--- config.mk ---
export PLATFORM = sky130hd
export DESIGN_NAME = skt_cell
export DESIGN_NICKNAME = d
export VERILOG_FILES = /design/src/rtl/core/skt_pkg.sv /design/src/rtl/core/skt_cell.sv
export SDC_FILE = /design/constraint.sdc
export NUM_CORES = 1
export LEC_CHECK = 0
export ABC_CLOCK_PERIOD_IN_PS = 6000
export BUFFER_PORTS_ARGS = -buffer_cell sky130_fd_sc_hd__buf_2
export CORE_UTILIZATION = 46
export DETAILED_ROUTE_END_ITERATION = 6
export PLACE_DENSITY = 0.78
export SETUP_SLACK_MARGIN = 0.15
export SYNTH_ARGS = -nofsm -noshare
export SYNTH_HDL_FRONTEND = slang
export SYNTH_SLANG_ARGS = --single-unit
--- constraint.sdc ---
create_clock -name clk -period 6 [get_ports clk]
set_input_delay 1.2 -clock clk [delete_from_list [all_inputs] [get_ports clk]]
set_output_delay 1.2 -clock clk [all_outputs]
set_load 0.1 [all_outputs]
--- src/rtl/core/skt_pkg.sv ---
// Shared types and constants for the sorted or unsorted key table.
// Used by the channel interfaces, the storage cells, the priority tree and the top level.
package skt_pkg;

  localparam int CAPACITY   = 64;
  localparam int KEY_WIDTH  = 32;
  // Field width of position, result_index and length.
  localparam int CNT_W      = 7;
  localparam int CELL_IDX_W = $clog2(CAPACITY);
  localparam int ENC_LEVELS = CELL_IDX_W;
  localparam int ENC_LEAVES = 1 << ENC_LEVELS;

  typedef enum logic [2:0] {
    CMD_ADD       = 3'd0,
    CMD_INSERT_AT = 3'd1,
    CMD_FIND      = 3'd2,
    CMD_READ_AT   = 3'd3,
    CMD_REMOVE    = 3'd4,
    CMD_REMOVE_AT = 3'd5,
    CMD_CLEAR     = 3'd6
  } cmd_t;

  typedef enum logic [1:0] {
    STAT_OK        = 2'd0,
    STAT_NOT_FOUND = 2'd1,
    STAT_RANGE     = 2'd2,
    STAT_FULL      = 2'd3
  } status_t;

  typedef enum logic [1:0] {
    FSM_IDLE,
    FSM_CMP,
    FSM_ENC,
    FSM_APPLY
  } fsm_t;

  typedef enum logic [1:0] {
    CELL_HOLD,
    CELL_INSERT,
    CELL_REMOVE
  } cell_op_t;

  // Broadcast from the top level to every cell.
  typedef struct packed {
    cell_op_t               op;
    logic [CNT_W-1:0]       index;
    logic [KEY_WIDTH-1:0]   key;
    logic                   use_eq;
    logic [CNT_W-1:0]       count;
  } cell_ctrl_t;

endpackage

--- src/rtl/core/skt_cell.sv ---
// One storage cell of the key chain: holds a key, compares it against the probe key
// and shifts with its neighbors on insert or remove. Depends on skt_pkg.
module skt_cell (
  input  logic                          clk,
  input  skt_pkg::cell_ctrl_t           ctrl,
  input  logic [skt_pkg::CELL_IDX_W-1:0] cell_index,
  input  logic [skt_pkg::KEY_WIDTH-1:0] left_key,
  input  logic [skt_pkg::KEY_WIDTH-1:0] right_key,
  output logic [skt_pkg::KEY_WIDTH-1:0] key_q,
  output logic                          match_q
);

  logic [skt_pkg::KEY_WIDTH-1:0] key_r, key_nxt;
  logic                          match_r, match_nxt;
  logic [skt_pkg::CNT_W-1:0]     my_idx;
  logic                          in_range;

  assign my_idx   = skt_pkg::CNT_W'(cell_index);
  assign in_range = my_idx < ctrl.count;

  // Compare flag: equality for lookups, not-less-than for sorted placement.
  always_comb begin
    if (ctrl.use_eq) begin
      match_nxt = in_range && (key_r == ctrl.key);
    end else begin
      match_nxt = in_range && (key_r >= ctrl.key);
    end
  end

  // Shift step: the tail moves up on insert and down on remove.
  always_comb begin
    key_nxt = key_r;
    case (ctrl.op)
      skt_pkg::CELL_INSERT: begin
        if (my_idx == ctrl.index) begin
          key_nxt = ctrl.key;
        end else if (my_idx > ctrl.index) begin
          key_nxt = left_key;
        end
      end
      skt_pkg::CELL_REMOVE: begin
        if (my_idx >= ctrl.index) begin
          key_nxt = right_key;
        end
      end
      default: begin
        key_nxt = key_r;
      end
    endcase
  end

  always_ff @(posedge clk) begin
    key_r   <= key_nxt;
    match_r <= match_nxt;
  end

  assign key_q   = key_r;
  assign match_q = match_r;

endmodule

# Word-level counts from Yosys, hierarchy flattened
# Cells that the tools add are included.
[op_classes]
magnitude_cmp = 4
n_eq_ne = 6
muxes = 5
reduce_logical = 4
[ops]
columns = ["operator", "count"]
rows = [
  ["$mux 32", 3],
  ["$pmux 32 s2", 1],
  ["$eq 32x32->1", 1],
  ["$ge 32x32->1", 1],
  ["$eq 6x7->1", 1],
  ["$ge 6x7->1", 1],
  ["$gt 6x7->1", 1],
  ["$lt 6x7->1", 1],
  ["$ne 3x3->1 const B", 1],
  ["$reduce_and 3->1", 1],
  ["$eq 2x1->1 const B", 1],
  ["$eq 2x2->1 const B", 1],
  ["$logic_and 1x1->1", 2],
  ["$ne 2x2->1 const B", 1],
  ["$reduce_bool 2->1", 1],
  ["$mux 1", 1],
]
[word_totals]
regBits = 33
input_bits = 120
output_inout_bits = 33

# Depth between registers and ports, before layout
[depth]
depth_word = 4
mapped_depth = 7
ltp_nobuf = 7

# Worst setup path after synthesis
# Ideal clock, no wire load.
[synth_path]
path_kind = "input to register"
startpoint = "input ctrl[43] in the netlist's numbering"
endpoint = "register key_r, in the netlist key_q[0], enable pin"
setup_ns = 0.470
arrival_time_ns = 4.593
slack_ns = 0.937
path_stages = 7
path_buffers = 1
cell_sequence = "inv_1 > ha_1 > nand4b_1 > nor2_4 > buf_4 > nor3_1 > a211oi_1"
[synth_between]
elab_chain_cells = 3
elab_cells_between_ends = 6
cone_classes = "2 x order compare; 3 x eq/ne; 1 x reduce/logical"
[synth_rtl]
columns = ["item", "line", "source"]
rows = [
  ["start: declaration", "skt_cell.sv:5", "input skt_pkg::cell_ctrl_t ctrl,"],
  ["$gt 6x7->1 (tied with other cells)", "skt_cell.sv:37", "end else if (my_idx > ctrl.index) begin"],
  ["$ne 3x3->1 (no line) / $ne 2x2->1 (equally long branches)", "n/a", ""],
  ["$reduce_and 3->1 (no line) (*)", "n/a", ""],
  ["end signal: assignment", "skt_cell.sv:53", "key_r <= key_nxt;"],
  ["end: declaration", "skt_cell.sv:13", "logic [skt_pkg::KEY_WIDTH-1:0] key_r, key_nxt;"],
]
# Every way passes the cells marked *; elsewhere a longest branch is shown, timed or not.
# A chain may end at the register's enable or synchronous reset.

# Worst setup path in the final report
[layout_path]
startpoint = "input ctrl[48] in the netlist's numbering"
endpoint = "register key_r, in the netlist key_q[18], enable pin"
[layout_between]
elab_chain_cells = 3
elab_cells_between_ends = 6
cone_classes = "4 x eq/ne; 2 x reduce/logical"
[layout_rtl]
columns = ["item", "line", "source"]
rows = [
  ["$eq 2x1->1 / $eq 2x2->1 (equally long branches)", "skt_cell.sv:33", "case (ctrl.op)"],
  ["$ne 3x3->1 (no line) (tied with other cells)", "n/a", ""],
  ["$reduce_and 3->1 (no line) (*)", "n/a", ""],
]
# Marks and branches as above.

==> impl_metrics.sql <==
INSERT INTO impl_metrics (metric_group, metric, value, unit) VALUES
('hold_path', 'worstHoldEndpoint', 'match_q', ''),
('synthesis', 'netlist_top_cells_count', '43 x ha_1, 43 x inv_1, 37 x nand2_1, 32 x edfxtp_1, 32 x mux2i_1', ''),
('grt', 'global_route_wire_length_before_repair', '10700', 'um'),
('routing', 'wl_met2', '3330', 'um'),
('worst_setup_path', 'cp-start-kind', 'primary input', ''),
('clock_network', 'clkSlewWorstSetupHoldPaths', '70', 'ps'),
('synthesis', 'main_combinational_cell_family_by_area_after_synthesis', 'adder cells', ''),
('worst_setup_path', 'crit-reg2reg-launch', 'key_q[26]', ''),
('floorplanning', 'die_ar', '6420', 'um2'),
('routing', 'routed_wl_met3', '389', 'um'),
('clock_network', 'cts.hold.buffers_added', '0', ''),
('layout', 'num-fill-cells', '510', ''),
('hold_path', 'whs_path_depth', '5', ''),
('clock_network', 'clock_tree.buffer_depth', '2', ''),
('grt', 'globalRouteOverflowTotal', '0', ''),
('worst_setup_path', 'criticalPathCategory', 'primary input to register', ''),
('floorplanning', 'fp.dieH', '80.1', 'um'),
('synthesis', 'ys_ff_latch', '33', ''),
('timing', 'timing_max_transition_violations_final', '0', ''),
('routing', 'antenna_left', '0', ''),
('grt', 'grt_max_degree', '66', ''),
('clock_network', 'tritoncts', 'built', ''),
('placed_design', 'place.detailed.hpwl', '5460', 'um'),
('clock_network', 'cts.htree.levels', '2', ''),
('timing', 'final_worst_clock_skew', '7.96', 'ps'),
('synthesis', 'muxShareOfSynthArea', '11.4', '%'),
('synthesis', 'yosysSeqAreaShare', '34.9', '%'),
('power', 'power.static_leakage', '1.80', 'nW'),
('synthesis', 'synth.lib_cells_used.distinct', '37', ''),
('synthesis', 'complex_gate_fraction_of_the_synthesized_area', '13.4', '%'),
('power', 'p_per_area', '186', 'nW/um2'),
('clock_network', 'ctsRootBufferMaster', 'clkbuf_8', ''),
('worst_setup_path', 'worst-r2r-cell-count', '5', ''),
('synthesis', 'share_of_the_synthesized_netlist_area_taken_by_xor_and_xnor_gates', '0', '%'),
('timing', 'rsz0062_at_grt', 'false', ''),
('floorplanning', 'pin_count', '153', ''),
('clock_network', 'cts_inserted_buffers', '5', ''),
('layout', 'proportion_of_layout_cells_with_a_drive_suffix_above_1', '39.0', '%'),
('routing', 'drt-wirelength-per-cell', '12.7', 'um'),
('synthesis', 'synth_nets', '457', ''),
('power', 'vdd.ir_drop.worst', '0.0946', 'mV'),
('clock_network', 'numClockSinks', '33', ''),
('floorplanning', 'core', '5920', 'um2'),
('clock_network', 'cts.repair_timing.setup_buffer_count', '0', ''),
('floorplanning', 'placement_rows', '28', ''),
('layout', 'finalCoreUtilization', '63.0', '%'),
('timing', 'max_clock_freq', '305', 'MHz'),
('worst_setup_path', 'r2r-end', 'match_q', ''),
('placed_design', 'io_buffers', '152', ''),
('timing', 'timing.hold.ws', '892', 'ps'),
('routing', 'routed_via_density', '5.05', ''),
('worst_setup_path', 'end_kind', 'register', ''),
('layout', 'flow.area_growth_from_synthesis', '32.8', '%'),
('synthesis', 'adder_and_majority_cell_fraction_of_the_synthesized_area', '19.2', '%'),
('worst_setup_path', 'worst-endpoint-arrival', '3210', 'ps'),
('timing', 'final-setup-viol-count', '0', ''),
('worst_setup_path', 'crit_required', '5930', 'ps'),
('synthesis', 'synthesis.area_per_instance', '9.55', 'um2'),
('synthesis', 'synth_largest_type_area_fraction', '34.2', '%'),
('grt', 'grt_antenna_before_repair', '0', ''),
('timing', 'worst_pin_slew', '1170', 'ps'),
('routing', 'drt-initial-drc-count', '70', ''),
('routing', 'drt-total-wl', '6640', 'um'),
('routing', 'routed.top_layer', 'met4', ''),
('run_status', 'run_status', 'completed', ''),
('synthesis', 'synth_top_cells_by_area', 'edfxtp_1 34%, ha_1 19%, mux2i_1 11%', ''),
('timing', 'max_slew_margin_vs_limit', '21.6', '%'),
('hold_path', 'hold_path_startpoint', 'key_q[2]', ''),
('timing', 'finalHoldViolations', '0', ''),
('worst_setup_path', 'rrSetupSlack', '4180', 'ps'),
('layout', 'fin_nets', '608', '');
-- registers in the layout, summed over array words and instances, names as in the netlist --
| name | count |
|---|---|
| key_q | 32 |
| match_q | 1 |
-- worst max path at each step --
stage / startpoint / end / slack (ps) / cells after the start
after detailed placement: ctrl[48] / key_q[18] / 2400 / 5
final: ctrl[48] / key_q[18] / 2720 / 5
after global routing: ctrl[48] / key_q[21] / 2510 / 5
after CTS: ctrl[48] / key_q[17] / 2670 / 5
after global placement: ctrl[48] / key_q[12] / 2480 / 5
after floorplan: ctrl[43] / key_q[0] / 940 / 7
-- through the flow --
stage	total power, mW	cells	setup slack (ps)	area [um2]
6_report	0.694	521	2720	3730
5_1_grt	0.736	521	2510	3730
4_1_cts	0.700	521	2670	3730
3_5_place_dp	0.543	513	2400	3650
3_3_place_gp	0.537	513	2480	3650
2_1_floorplan	0.465	294	937	2810
-- cell families (layout without fill, tap and decap cells) --
family | count (synthesis) | count (layout)
mux | 32 | 32
compound gates | 65 | 65
buf+inv | 53 | 205
fa+ha+maj | 43 | 43
simple gates | 68 | 68
flops | 33 | 33
-- area by class of cell --
class / instances / area, um2 / area share [%]
well taps: 75 / 93.8 / 2.52
multi-input cells: 208 / 1640 / 43.9
clock buffers: 5 / 68.8 / 1.84
inverters: 43 / 161 / 4.33
clock inverters: 3 / 12.5 / 0.335
flip-flops and latches: 33 / 981 / 26.3
repair buffers: 154 / 776 / 20.8
-- critical path, stage by stage --
cell      delay, ps
buf_2            90
nor2b_4         920
o22ai_1         290
a211oi_4        270
buf_4           410
-- metal layers --
metal | vias to the layer above | global-route usage (%)
li1 | 1354 | -
met1 | 1163 | 22.5
met2 | 98 | 42.2
met3 | 14 | 4.55
met4 | 0 | 6.43
met5 | - | 0
-- where the power goes --
part	leakage (nW)	switching, mW	total (mW)	internal (mW)
Sequential	0.293	0.00716	0.278	0.271
Combinational	1.47	0.176	0.259	0.0826
Clock	0.0430	0.0787	0.157	0.0780
Total	1.80	0.262	0.694	0.432
-- layout by cell type, fill, tap and decap left out, types with 3 or more instances in the layout --
cell,count
clkbuf_8,5
o21ai_0,30
edfxtp_1,32
o21ai_1,6
nand3_1,5
nand4_1,4
nand2_1,37
ha_1,43
a21o_1,4
buf_2,152
nor3_1,3
mux2i_1,32
a21oi_1,13
inv_1,43
(Power assumes the default switching activity.)
