`config.mk`:
```
export PLATFORM = sky130hd
export DESIGN_NAME = skt_prio_enc
export DESIGN_NICKNAME = d
export VERILOG_FILES = /design/src/rtl/core/skt_pkg.sv /design/src/rtl/core/skt_prio_enc.sv
export SDC_FILE = /design/constraint.sdc
export NUM_CORES = 1
export LEC_CHECK = 0
export BUFFER_PORTS_ARGS = -buffer_cell sky130_fd_sc_hd__buf_2
export CAP_MARGIN = 0
export CORE_MARGIN = 1.5
export CORE_UTILIZATION = 28
export DETAILED_ROUTE_END_ITERATION = 7
export GPL_TIMING_DRIVEN = 0
export PLACE_DENSITY_LB_ADDON = 0.2
export SYNTH_ARGS = -nofsm -noshare
export SYNTH_HDL_FRONTEND = slang
export SYNTH_SLANG_ARGS = --single-unit
```
`constraint.sdc`:
```
create_clock -name clk -period 2.7 [get_ports clk]
set_input_delay 0.81 -clock clk [delete_from_list [all_inputs] [get_ports clk]]
set_output_delay 0.81 -clock clk [all_outputs]
set_load 0.01 [all_outputs]
```
`src/rtl/core/skt_pkg.sv`:
```
// Shared types and constants for the sorted or unsorted key table.
// Used by the channel interfaces, the storage cells, the priority tree and the top level.
package skt_pkg;

  localparam int CAPACITY   = 64;
  localparam int KEY_WIDTH  = 32;
  // Field width of position, result_index and length.
  localparam int CNT_W      = 7;
  localparam int CELL_IDX_W = $clog2(CAPACITY);
  localparam int ENC_LEVELS = CELL_IDX_W;
  localparam int ENC_LEAVES = 1 << ENC_LEVELS;

  typedef enum logic [2:0] {
    CMD_ADD       = 3'd0,
    CMD_INSERT_AT = 3'd1,
    CMD_FIND      = 3'd2,
    CMD_READ_AT   = 3'd3,
    CMD_REMOVE    = 3'd4,
    CMD_REMOVE_AT = 3'd5,
    CMD_CLEAR     = 3'd6
  } cmd_t;

  typedef enum logic [1:0] {
    STAT_OK        = 2'd0,
    STAT_NOT_FOUND = 2'd1,
    STAT_RANGE     = 2'd2,
    STAT_FULL      = 2'd3
  } status_t;

  typedef enum logic [1:0] {
    FSM_IDLE,
    FSM_CMP,
    FSM_ENC,
    FSM_APPLY
  } fsm_t;

  typedef enum logic [1:0] {
    CELL_HOLD,
    CELL_INSERT,
    CELL_REMOVE
  } cell_op_t;

  // Broadcast from the top level to every cell.
  typedef struct packed {
    cell_op_t               op;
    logic [CNT_W-1:0]       index;
    logic [KEY_WIDTH-1:0]   key;
    logic                   use_eq;
    logic [CNT_W-1:0]       count;
  } cell_ctrl_t;

endpackage

```
`src/rtl/core/skt_prio_enc.sv`:
```
// Registered priority tree: finds the lowest set flag of the cell chain.
// Depends on skt_pkg for the tree depth.
module skt_prio_enc (
  input  logic                            clk,
  input  logic [skt_pkg::ENC_LEAVES-1:0]  flags,
  output logic                            hit_q,
  output logic [skt_pkg::CELL_IDX_W-1:0]  index_q
);

  logic                           hit_lv [skt_pkg::ENC_LEVELS+1][skt_pkg::ENC_LEAVES];
  logic [skt_pkg::CELL_IDX_W-1:0] idx_lv [skt_pkg::ENC_LEVELS+1][skt_pkg::ENC_LEAVES];
  logic                           hit_r;
  logic [skt_pkg::CELL_IDX_W-1:0] index_r;

  // Each level merges pairs; the left child wins so the lowest index comes out.
  always_comb begin
    for (int l = 0; l <= skt_pkg::ENC_LEVELS; l++) begin
      for (int n = 0; n < skt_pkg::ENC_LEAVES; n++) begin
        hit_lv[l][n] = 1'b0;
        idx_lv[l][n] = '0;
      end
    end
    for (int n = 0; n < skt_pkg::ENC_LEAVES; n++) begin
      hit_lv[0][n] = flags[n];
    end
    for (int l = 1; l <= skt_pkg::ENC_LEVELS; l++) begin
      for (int n = 0; n < skt_pkg::ENC_LEAVES; n++) begin
        if (n < (skt_pkg::ENC_LEAVES >> l)) begin
          hit_lv[l][n] = hit_lv[l-1][2*n] | hit_lv[l-1][2*n+1];
          if (hit_lv[l-1][2*n]) begin
            idx_lv[l][n] = idx_lv[l-1][2*n];
          end else begin
            idx_lv[l][n] = idx_lv[l-1][2*n+1] | skt_pkg::CELL_IDX_W'(1 << (l-1));
          end
        end
      end
    end
  end

  always_ff @(posedge clk) begin
    hit_r   <= hit_lv[skt_pkg::ENC_LEVELS][0];
    index_r <= idx_lv[skt_pkg::ENC_LEVELS][0];
  end

  assign hit_q   = hit_r;
  assign index_q = index_r;

endmodule
```
# Yosys cells after proc, flatten, opt, wreduce, memory -nomap -nowiden
# Cells that the tools add are included.
# W data, S select, Z words.
[classes] mux=63 bitwise=63
[op_table] operator="$or A1 B1 Y1" n=63
[op_table] operator="$mux W6" n=7
[op_table] operator="$mux W1" n=32
[op_table] operator="$mux W2" n=16
[op_table] operator="$mux W5" n=5
[op_table] operator="$mux W4" n=2
[op_table] operator="$mux W3" n=1
[totals] ff_bits=7 in_bits=65

# Logic depth before layout (Yosys ltp)
# Gate-level depths: netlist of the first run.
[depth] ltp_word=6 mapped_depth=6

# Least setup slack after synthesis of the first run
# Ideal clock, no wire load.
[synth_path] path_kind="input-to-reg" startpoint="in flags[13] in the netlist's numbering" endpoint="reg index_r, in the netlist index_q[0]" setup_time_ns=0.117 arrival_time_ns=2.023 t_required_ns=2.583 path_slack_ns=0.559 path_stages=5 path_buffers=0 cell_sequence="or4_4 > nor2_4 > nand3_4 > a211o_1 > a32o_1"
[synth_rtl] item="from (decl)" line="skt_prio_enc.sv:5" rtl="input logic [skt_pkg::ENC_LEAVES-1:0] flags,"
[synth_rtl] item="to (signal assigned)" line="skt_prio_enc.sv:42" rtl="index_r <= idx_lv[skt_pkg::ENC_LEVELS][0];"
[synth_rtl] item="to (decl)" line="skt_prio_enc.sv:13" rtl="logic [skt_pkg::CELL_IDX_W-1:0] index_r;"

==> results.cfg, run 1 <==
[status]
status = finished, final reports clean

[yosys]
synth_edf_count = 0
asyncSetResetFlopFracSynth_pct = 0
synth_fp_nets = 193
synth_seq_cells = 7
ys_seq_area_share_pct = 16.0
ys.warnings.count = 0
syn_area_sq_um = 877
ys_types = 34
ys.flop_type = dfxtp_1
synth.avg_cell_area_sq_um = 6.85
syn_inst = 128

[routing]
vias = 1231
viasPerCell = 5.22
drc_errors = 0
routed_wirelength_microns = 2710
firstDrtPassIters = 4
wire_per_inst_microns = 11.5
antenna_left = 0
drtIter0Drc = 33

[worst_setup_path]
worstPathRequired_ps = 2840
cp_data_arrival_time_ps = 2260
crit_fanout = 5
crit_type = in2reg
start_kind = input port
crit_path_end_kind = flip-flop

[clocking]
cts_tree = built
cts_made_buffers = 3
clk_transition_reported_paths_ps = 50
clock-root-buffer = clkbuf_4
clockBufferDepth = 2
cts_resized = 0
cts_htree_levels = 1
postCtsSetupRepairBufs = 0
clock_sinks = 7
ctsHoldBuffers = 0

[finish]
final_cells = 236
design_area_sq_mm = 0.00130
final_util_pct = 43.3
syn_to_final_growth_pct = 48.2
drive_above_1_share_pct = 42.4
nNetsFinal = 269
num_antenna_cells = 0

[floorplan]
dieArea_sq_mm = 0.00348
dieHeight_microns = 59.0
core_sq_mm = 0.00300
rows = 20
ios = 72
dieWidth_microns = 59.0
start_util_pct = 29.2

[place]
hpwl_microns = 2390
gp_congestion = 0.821
postPlaceCellArea_sq_mm = 0.00127
pre_cts_slack_ps = 324
dp.cells = 232
port_buffers = 71

[power_and_ir_drop]
peakVddDrop_v = 0.000191
p_per_area_mw_per_mm2 = 249
cellLeakagePower_nw = 0.603

[timing]
min_period_ps = 2120
setup_violations = 0
max_slew.worst_pin.slew_ps = 438
fmax_mhz = 472
fin_ws_ps = 579
post-route-period-util_pct = 78.5
max-slew-margin-rel_pct = 70.5
fin_setup_tns_ps = 0
slew_viol_final = 0
rsz0062_at_grt = no
hold_violations = 0

[hold_path]
hp-start = flags[63]
hold_depth = 5
worstHoldPathType = in2reg
min_to = hit_q$_DFF_P_

[global_routing]
grt_pass1_wl_microns = 4490
grt_max_degree = 7
track_usage_pct = 16.2
antenna_found_initial = 0
grt_pass1_vias = 1195
overflow = 0

[flow_run]
max_cap_viol_count = 0
worst max-delay path, cell delays in order:
cell and delay (ps):
buf_2 120, or4_4 540, nor2_2 190, nand3_2 140, nor2_1 140, o21ai_1 80, a32o_1 240
synth_stat cells (3+ instances only):
| cell | number | share of area, % |
|---|---|---|
| or4_4 | 3 | 3.9 |
| o21ai_0 | 4 | 2.3 |
| o31ai_1 | 3 | 2.6 |
| o21bai_1 | 5 | 4.3 |
| inv_1 | 16 | 6.8 |
| nor2_1 | 17 | 7.3 |
| o21ai_1 | 4 | 2.3 |
| nor4_1 | 11 | 7.8 |
| nor3_1 | 8 | 4.6 |
| nand2_1 | 6 | 2.6 |
| dfxtp_1 | 7 | 16 |
| a21oi_1 | 17 | 9.7 |
kinds of logic (layout without fill, tap and decap cells):
group | Yosys count | count (layout) | synth area share [%]
DFF | 7 | 7 | 16.0
AOI/OAI and AO/OA | 45 | 45 | 33.5
buffers and inverters | 16 | 91 | 6.85
and+or+nand+nor | 60 | 60 | 43.7
area by class of cell:
cell class | instances | area (sq um)
Clock buffer | 4 | 26.3
Tap cell | 33 | 41.3
Sequential cell | 7 | 140
Fill cell | 332 | 1700
Multi-Input combinational cell | 105 | 677
Timing Repair Buffer | 71 | 355
Inverter | 16 | 60.1
metrics by stage:
stage               hold slack [ps]  power (mW)
floorplan                       991       0.150
global placement               1100       0.224
detailed placement             1100       0.229
CTS                             841       0.328
global route                    884       0.348
finish                          850       0.324
registers in the layout, summed over array words and instances, names as in the netlist:
signal	cells
index_q	6
hit_q	1
cells in the final DEF (no fill, tap or decap), types with 2 or more instances in the layout:
cell type  Yosys  final
inv_1         16     16
o31ai_1        3      3
dfxtp_1        7      7
or4_1          2      2
nor4_4         2      2
o21ai_0        4      4
nor2_1        17     17
nand2b_1       2      2
nor4_1        11     11
or4_4          3      3
a211oi_1       2      2
clkbuf_4       0      3
o21ai_1        4      4
o21bai_1       5      5
nand2_1        6      6
nor3_1         8      8
a21oi_1       17     17
buf_2          0     71
a221oi_1       2      2
where the power goes:
group          switching (mW)  internal (mW)  total (mW)
Clock                  0.0403         0.0565      0.0968
Combinational          0.0616         0.0588       0.120
Sequential           0.000864          0.106       0.107
Total                   0.103          0.221       0.324
layer usage:
layer / part of all wire (%) / wire length, microns / track usage [%]
met1: 42 / 1130 / 17.3
met2: 52 / 1420 / 31.0
met3: 5.1 / 139 / 4.37
met4: 0.70 / 19 / 4.22
met5: 0 / 0 / 0
worst max path at each step:
stage	slack (ps)	startpoint	depth (start not counted)	end
CTS	590	flags[37]	7	index_q[0]$_DFF_P_
global route	470	flags[25]	7	index_q[1]$_DFF_P_
detailed placement	320	flags[37]	7	index_q[0]$_DFF_P_
finish	580	flags[33]	7	index_q[0]$_DFF_P_
global placement	330	flags[37]	7	index_q[0]$_DFF_P_
floorplan	560	flags[13]	5	index_q[0]$_DFF_P_
Note: power is estimated with default switching activity, not from simulation.
==> run 2: changes to the inputs <==
- ABC_AREA: unset -> 1
- clock period: 2.7 -> 2.1 ns (I/O delays scaled with it)
==> results.cfg, run 2 <==
[global_routing]
grt-busiest-layer = met2
antenna_found_initial = 0
track_usage_pct = 11.7
grt_pass1_wl_microns = 4240
overflow = 0
grt_pass1_vias = 1118
use_met2_pct = 17.9
grt_max_degree = 7
grt_use_met1_pct = 16.5
grt_util_met3_pct = 3.38

[routing]
firstDrtPassIters = 4
antenna_left = 0
wire_per_inst_microns = 7.30
vias = 1417
drtIter0Drc = 38
viasPerCell = 4.06
routed_wirelength_microns = 2550
drc_errors = 0

[power_and_ir_drop]
cellLeakagePower_nw = 1.03
p_per_area_mw_per_mm2 = 305
peakVddDrop_v = 0.000175

[worst_setup_path]
crit_fanout = 5
cp_data_arrival_time_ps = 1600
crit_type = in2reg
crit_path_end_kind = flip-flop
start_kind = input port
worstPathRequired_ps = 2220

[yosys]
synth_seq_cells = 7
yosys.area.top_type_share_pct = 24.5
synth_fp_nets = 289
ys_seq_area_share_pct = 12.2
ys_types = 27
synth_edf_count = 0
ys.flop_type = dfxtp_1
synth.avg_cell_area_sq_um = 5.13
asyncSetResetFlopFracSynth_pct = 0
ys.warnings.count = 0
yosysMostFrequentCell = nand2_1
syn_inst = 224
syn_area_sq_mm = 0.00115
synth_area_leaders = nand2_1 (24%), inv_1 (15%), dfxtp_1 (12%), nor2_1 (7.8%), nand3_1 (5.7%)
yosysTopAreaCell = nand2_1
synthTopCellsByCount = nand2_1 (75), inv_1 (45), nor2_1 (24), nand3_1 (13), a21oi_1 (12)

[floorplan]
start_util_pct = 29.0
core_sq_mm = 0.00397
ios = 72
dieWidth_microns = 67.1
rows = 23
dieArea_sq_mm = 0.00450
dieHeight_microns = 67.1

[timing]
fmax_mhz = 674
hold_violations = 0
fin_setup_tns_ps = 0
fin_ws_ps = 616
post-route-period-util_pct = 70.7
max-slew-margin-rel_pct = 76.4
min_period_ps = 1480
rsz0062_at_grt = no
setup_violations = 0
max_slew.worst_pin.slew_ps = 353
slew_viol_final = 0

[clocking]
ctsHoldBuffers = 0
cts_resized = 0
cts_htree_levels = 1
cts_made_buffers = 3
postCtsSetupRepairBufs = 0
clockBufferDepth = 2
clock_sinks = 7
clock-root-buffer = clkbuf_8
cts_tree = built
clk_transition_reported_paths_ps = 40

[finish]
final_util_pct = 40.6
final_common_cell = nand2_1
ff_latch_area_sq_um = 140
fillCellCount = 465
syn_to_final_growth_pct = 40.3
largest_reg_flops = 6
drive_above_1_share_pct = 33.1
multi_input_area_sq_um = 808
final_cells = 349
nNetsFinal = 365
final_cell_mix = nand2_1 (75), buf_2 (71), inv_1 (45)
num_antenna_cells = 0

[place]
port_buffers = 71
hpwl_microns = 2310
dp.cells = 345
gp_congestion = 0.732
pre_cts_slack_ps = 363

[hold_path]
worstHoldPathType = in2reg

[status]
status = finished, final reports clean

[flow_run]
max_cap_viol_count = 0
-- run 2: final timing paths --
kind / from / to / depth (start not counted)
max: flags[39] / index_q[1]$_DFF_P_ / 8
min: flags[63] / hit_q$_DFF_P_ / 3
-- run 2: power by group --
part           internal, mW  switching [mW]
clock                 0.131          0.0552
combinational        0.0800          0.0881
sequential            0.137        0.000667
total                 0.348           0.144
-- run 2: stage by stage --
| step | hold WS [ps] | area (sq um) | power, mW |
|---|---|---|---|
| 2_1_floorplan | 753 | 1150 | 0.228 |
| 3_3_place_gp | 859 | 1570 | 0.308 |
| 3_5_place_dp | 857 | 1570 | 0.309 |
| 4_1_cts | 622 | 1610 | 0.500 |
| 5_1_grt | 618 | 1610 | 0.537 |
| 6_report | 627 | 1610 | 0.492 |
-- run 2: metal layers --
metal	up-vias	share of wire [%]
li1	831	-
met1	539	51
met2	45	41
met3	2	8.0
met4	0	0.24
met5	-	0
-- run 2: final cells by class --
| type | instances | share of cell area (%) |
|---|---|---|
| Inverter | 53 | 12.5 |
| Sequential cell | 7 | 8.69 |
| Clock buffer | 4 | 2.79 |
| Tap cell | 50 | 3.88 |
| Timing Repair Buffer | 71 | 22.0 |
| Multi-Input combinational cell | 164 | 50.1 |
-- run 2: worst max-delay path: stages --
cell and delay (ps):
buf_2 90, or2_0 220, nor2_1 120, nand2_1 140, nor2_4 190, nand3_1 100, nand3_1 70, nand2_1 50
-- run 2: cells by family after synthesis --
| group | synth area share (%) |
|---|---|
| compound gates | 11.9 |
| buf+inv | 17.5 |
| flops | 12.2 |
| simple gates | 58.4 |
==> run 3: changes to the inputs <==
- ABC_AREA: 1 -> 0
- clock period: 2.1 -> 1.3 ns (I/O delays scaled with it)
==> results.cfg, run 3 (same netlist as run 1, synthesis figures left out) <==
[status]
status = finished with violations
violations = negative setup slack

[worst_setup_path]
crit_path_end_kind = flip-flop
cpPeakStageDelay_ps = 550
path_buf_inv = 1
crit_type = in2reg
crit_fanout = 4
slowest_stage = or4_4
start_kind = input port
cp_data_arrival_time_ps = 1770
critPathTopFamily = simple AND/OR/NAND/NOR gates
worstPathCellList = buf_6 > or4_4 > nor2_4 > nand3_4 > a211o_1 > a32o_1
worstPathRequired_ps = 1440

[routing]
antenna_left = 0
firstDrtPassIters = 4
drtIter0Drc = 38
wire_per_inst_microns = 11.6
viasPerCell = 5.16
routed_wirelength_microns = 2830
drc_errors = 0
vias = 1260

[timing]
slew_viol_final = 0
fmax_mhz = 614
hold_violations = 0
fin_setup_tns_ps = -1340
rsz0062_at_grt = yes
fin_ws_ps = -328
setup_violations = 6
post-route-period-util_pct = 125
min_period_ps = 1630
max-slew-margin-rel_pct = 72.7
max_slew.worst_pin.slew_ps = 406

[place]
port_buffers = 71
gp_congestion = 0.819
postPlaceCellArea_sq_mm = 0.00129
hpwl_microns = 2380
pre_cts_slack_ps = -662

[global_routing]
grt_pass1_wl_microns = 4510
grt_pass1_vias = 1179
grt_max_degree = 6
track_usage_pct = 16.4
overflow = 0
antenna_found_initial = 0

[power_and_ir_drop]
cellLeakagePower_nw = 0.686
power_mw = 0.696
p_per_area_mw_per_mm2 = 469
peakVddDrop_v = 0.000335

[finish]
design_area_sq_mm = 0.00148
largest_reg_flops = 6
syn_to_final_growth_pct = 69.0
final_cell_mix = buf_2 (65), a21oi_1 (17), inv_1 (16), nor2_1 (16), buf_6 (9)
num_antenna_cells = 0
final_common_cell = buf_2
nNetsFinal = 277
drive_above_1_share_pct = 49.8

[clocking]
ctsHoldBuffers = 0
clockBufferDepth = 2
cts_made_buffers = 3
clock-root-buffer = clkbuf_4
cts_tree = built
clk_transition_reported_paths_ps = 50
clock_sinks = 7
cts_htree_levels = 1

[floorplan]
ios = 72
core_sq_mm = 0.00300
rows = 20
dieWidth_microns = 59.0
dieHeight_microns = 59.0
start_util_pct = 29.2
dieArea_sq_mm = 0.00348

[hold_path]
worstHoldPathType = in2reg

[flow_run]
max_cap_viol_count = 0
==> run 3: cell count changes in the layout (fill, tap and decap cells not counted), moves of 6 or more <==
cell	change
buf_2	-6
buf_6	+9
inv_1	-29
inv_2	-6
nand2_1	-70
nand3_1	-13
nor2_1	-8
nor3_1	+7
o21ai_0	-6
==> run 3: power by group <==
group	internal [mW]	leakage (nW)	switching, mW
clock network	0.117	0.0150	0.0798
registers	0.220	0.0571	0.00120
logic	0.140	0.614	0.137
==> run 3: routing by layer <==
metal | global-route usage, % | part of all wire (%) | up-vias
li1 | - | - | 655
met1 | 17.3 | 39 | 567
met2 | 30.6 | 54 | 36
met3 | 6.11 | 5.8 | 2
met4 | 3.90 | 0.64 | 0
met5 | 0 | 0 | -
==> run 3: final cells by class <==
class                      instances  area, sq um
timing repair buffer              79          464
tap                               33         41.3
inverter                          16         60.1
multi-input combinational        105          751
clock buffer                       4         26.3
fill                             318         1520
sequential                         7          140
==> run 3: path summary, 6_finish.rpt <==
check,startpoint,end,slack (ps),cells after the start
worst max-delay path,flags[9],index_q[0]$_DFF_P_,-330,6
worst min-delay path,flags[32],index_q[1]$_DFF_P_,460,4
==> run 3: timing repair <==
action	CTS	global route
setup endpoints to repair	7	7
resized for setup	10	12
pin swaps	4	6
setup buffers	4	4
==> run 3: metrics by stage <==
step	cells	util, %	hold slack [ps]
after floorplan	128	-	572
after global placement	232	42.9	691
after detailed placement	232	42.9	688
after CTS	240	46.5	430
after global routing	244	49.4	465
final	244	49.4	459
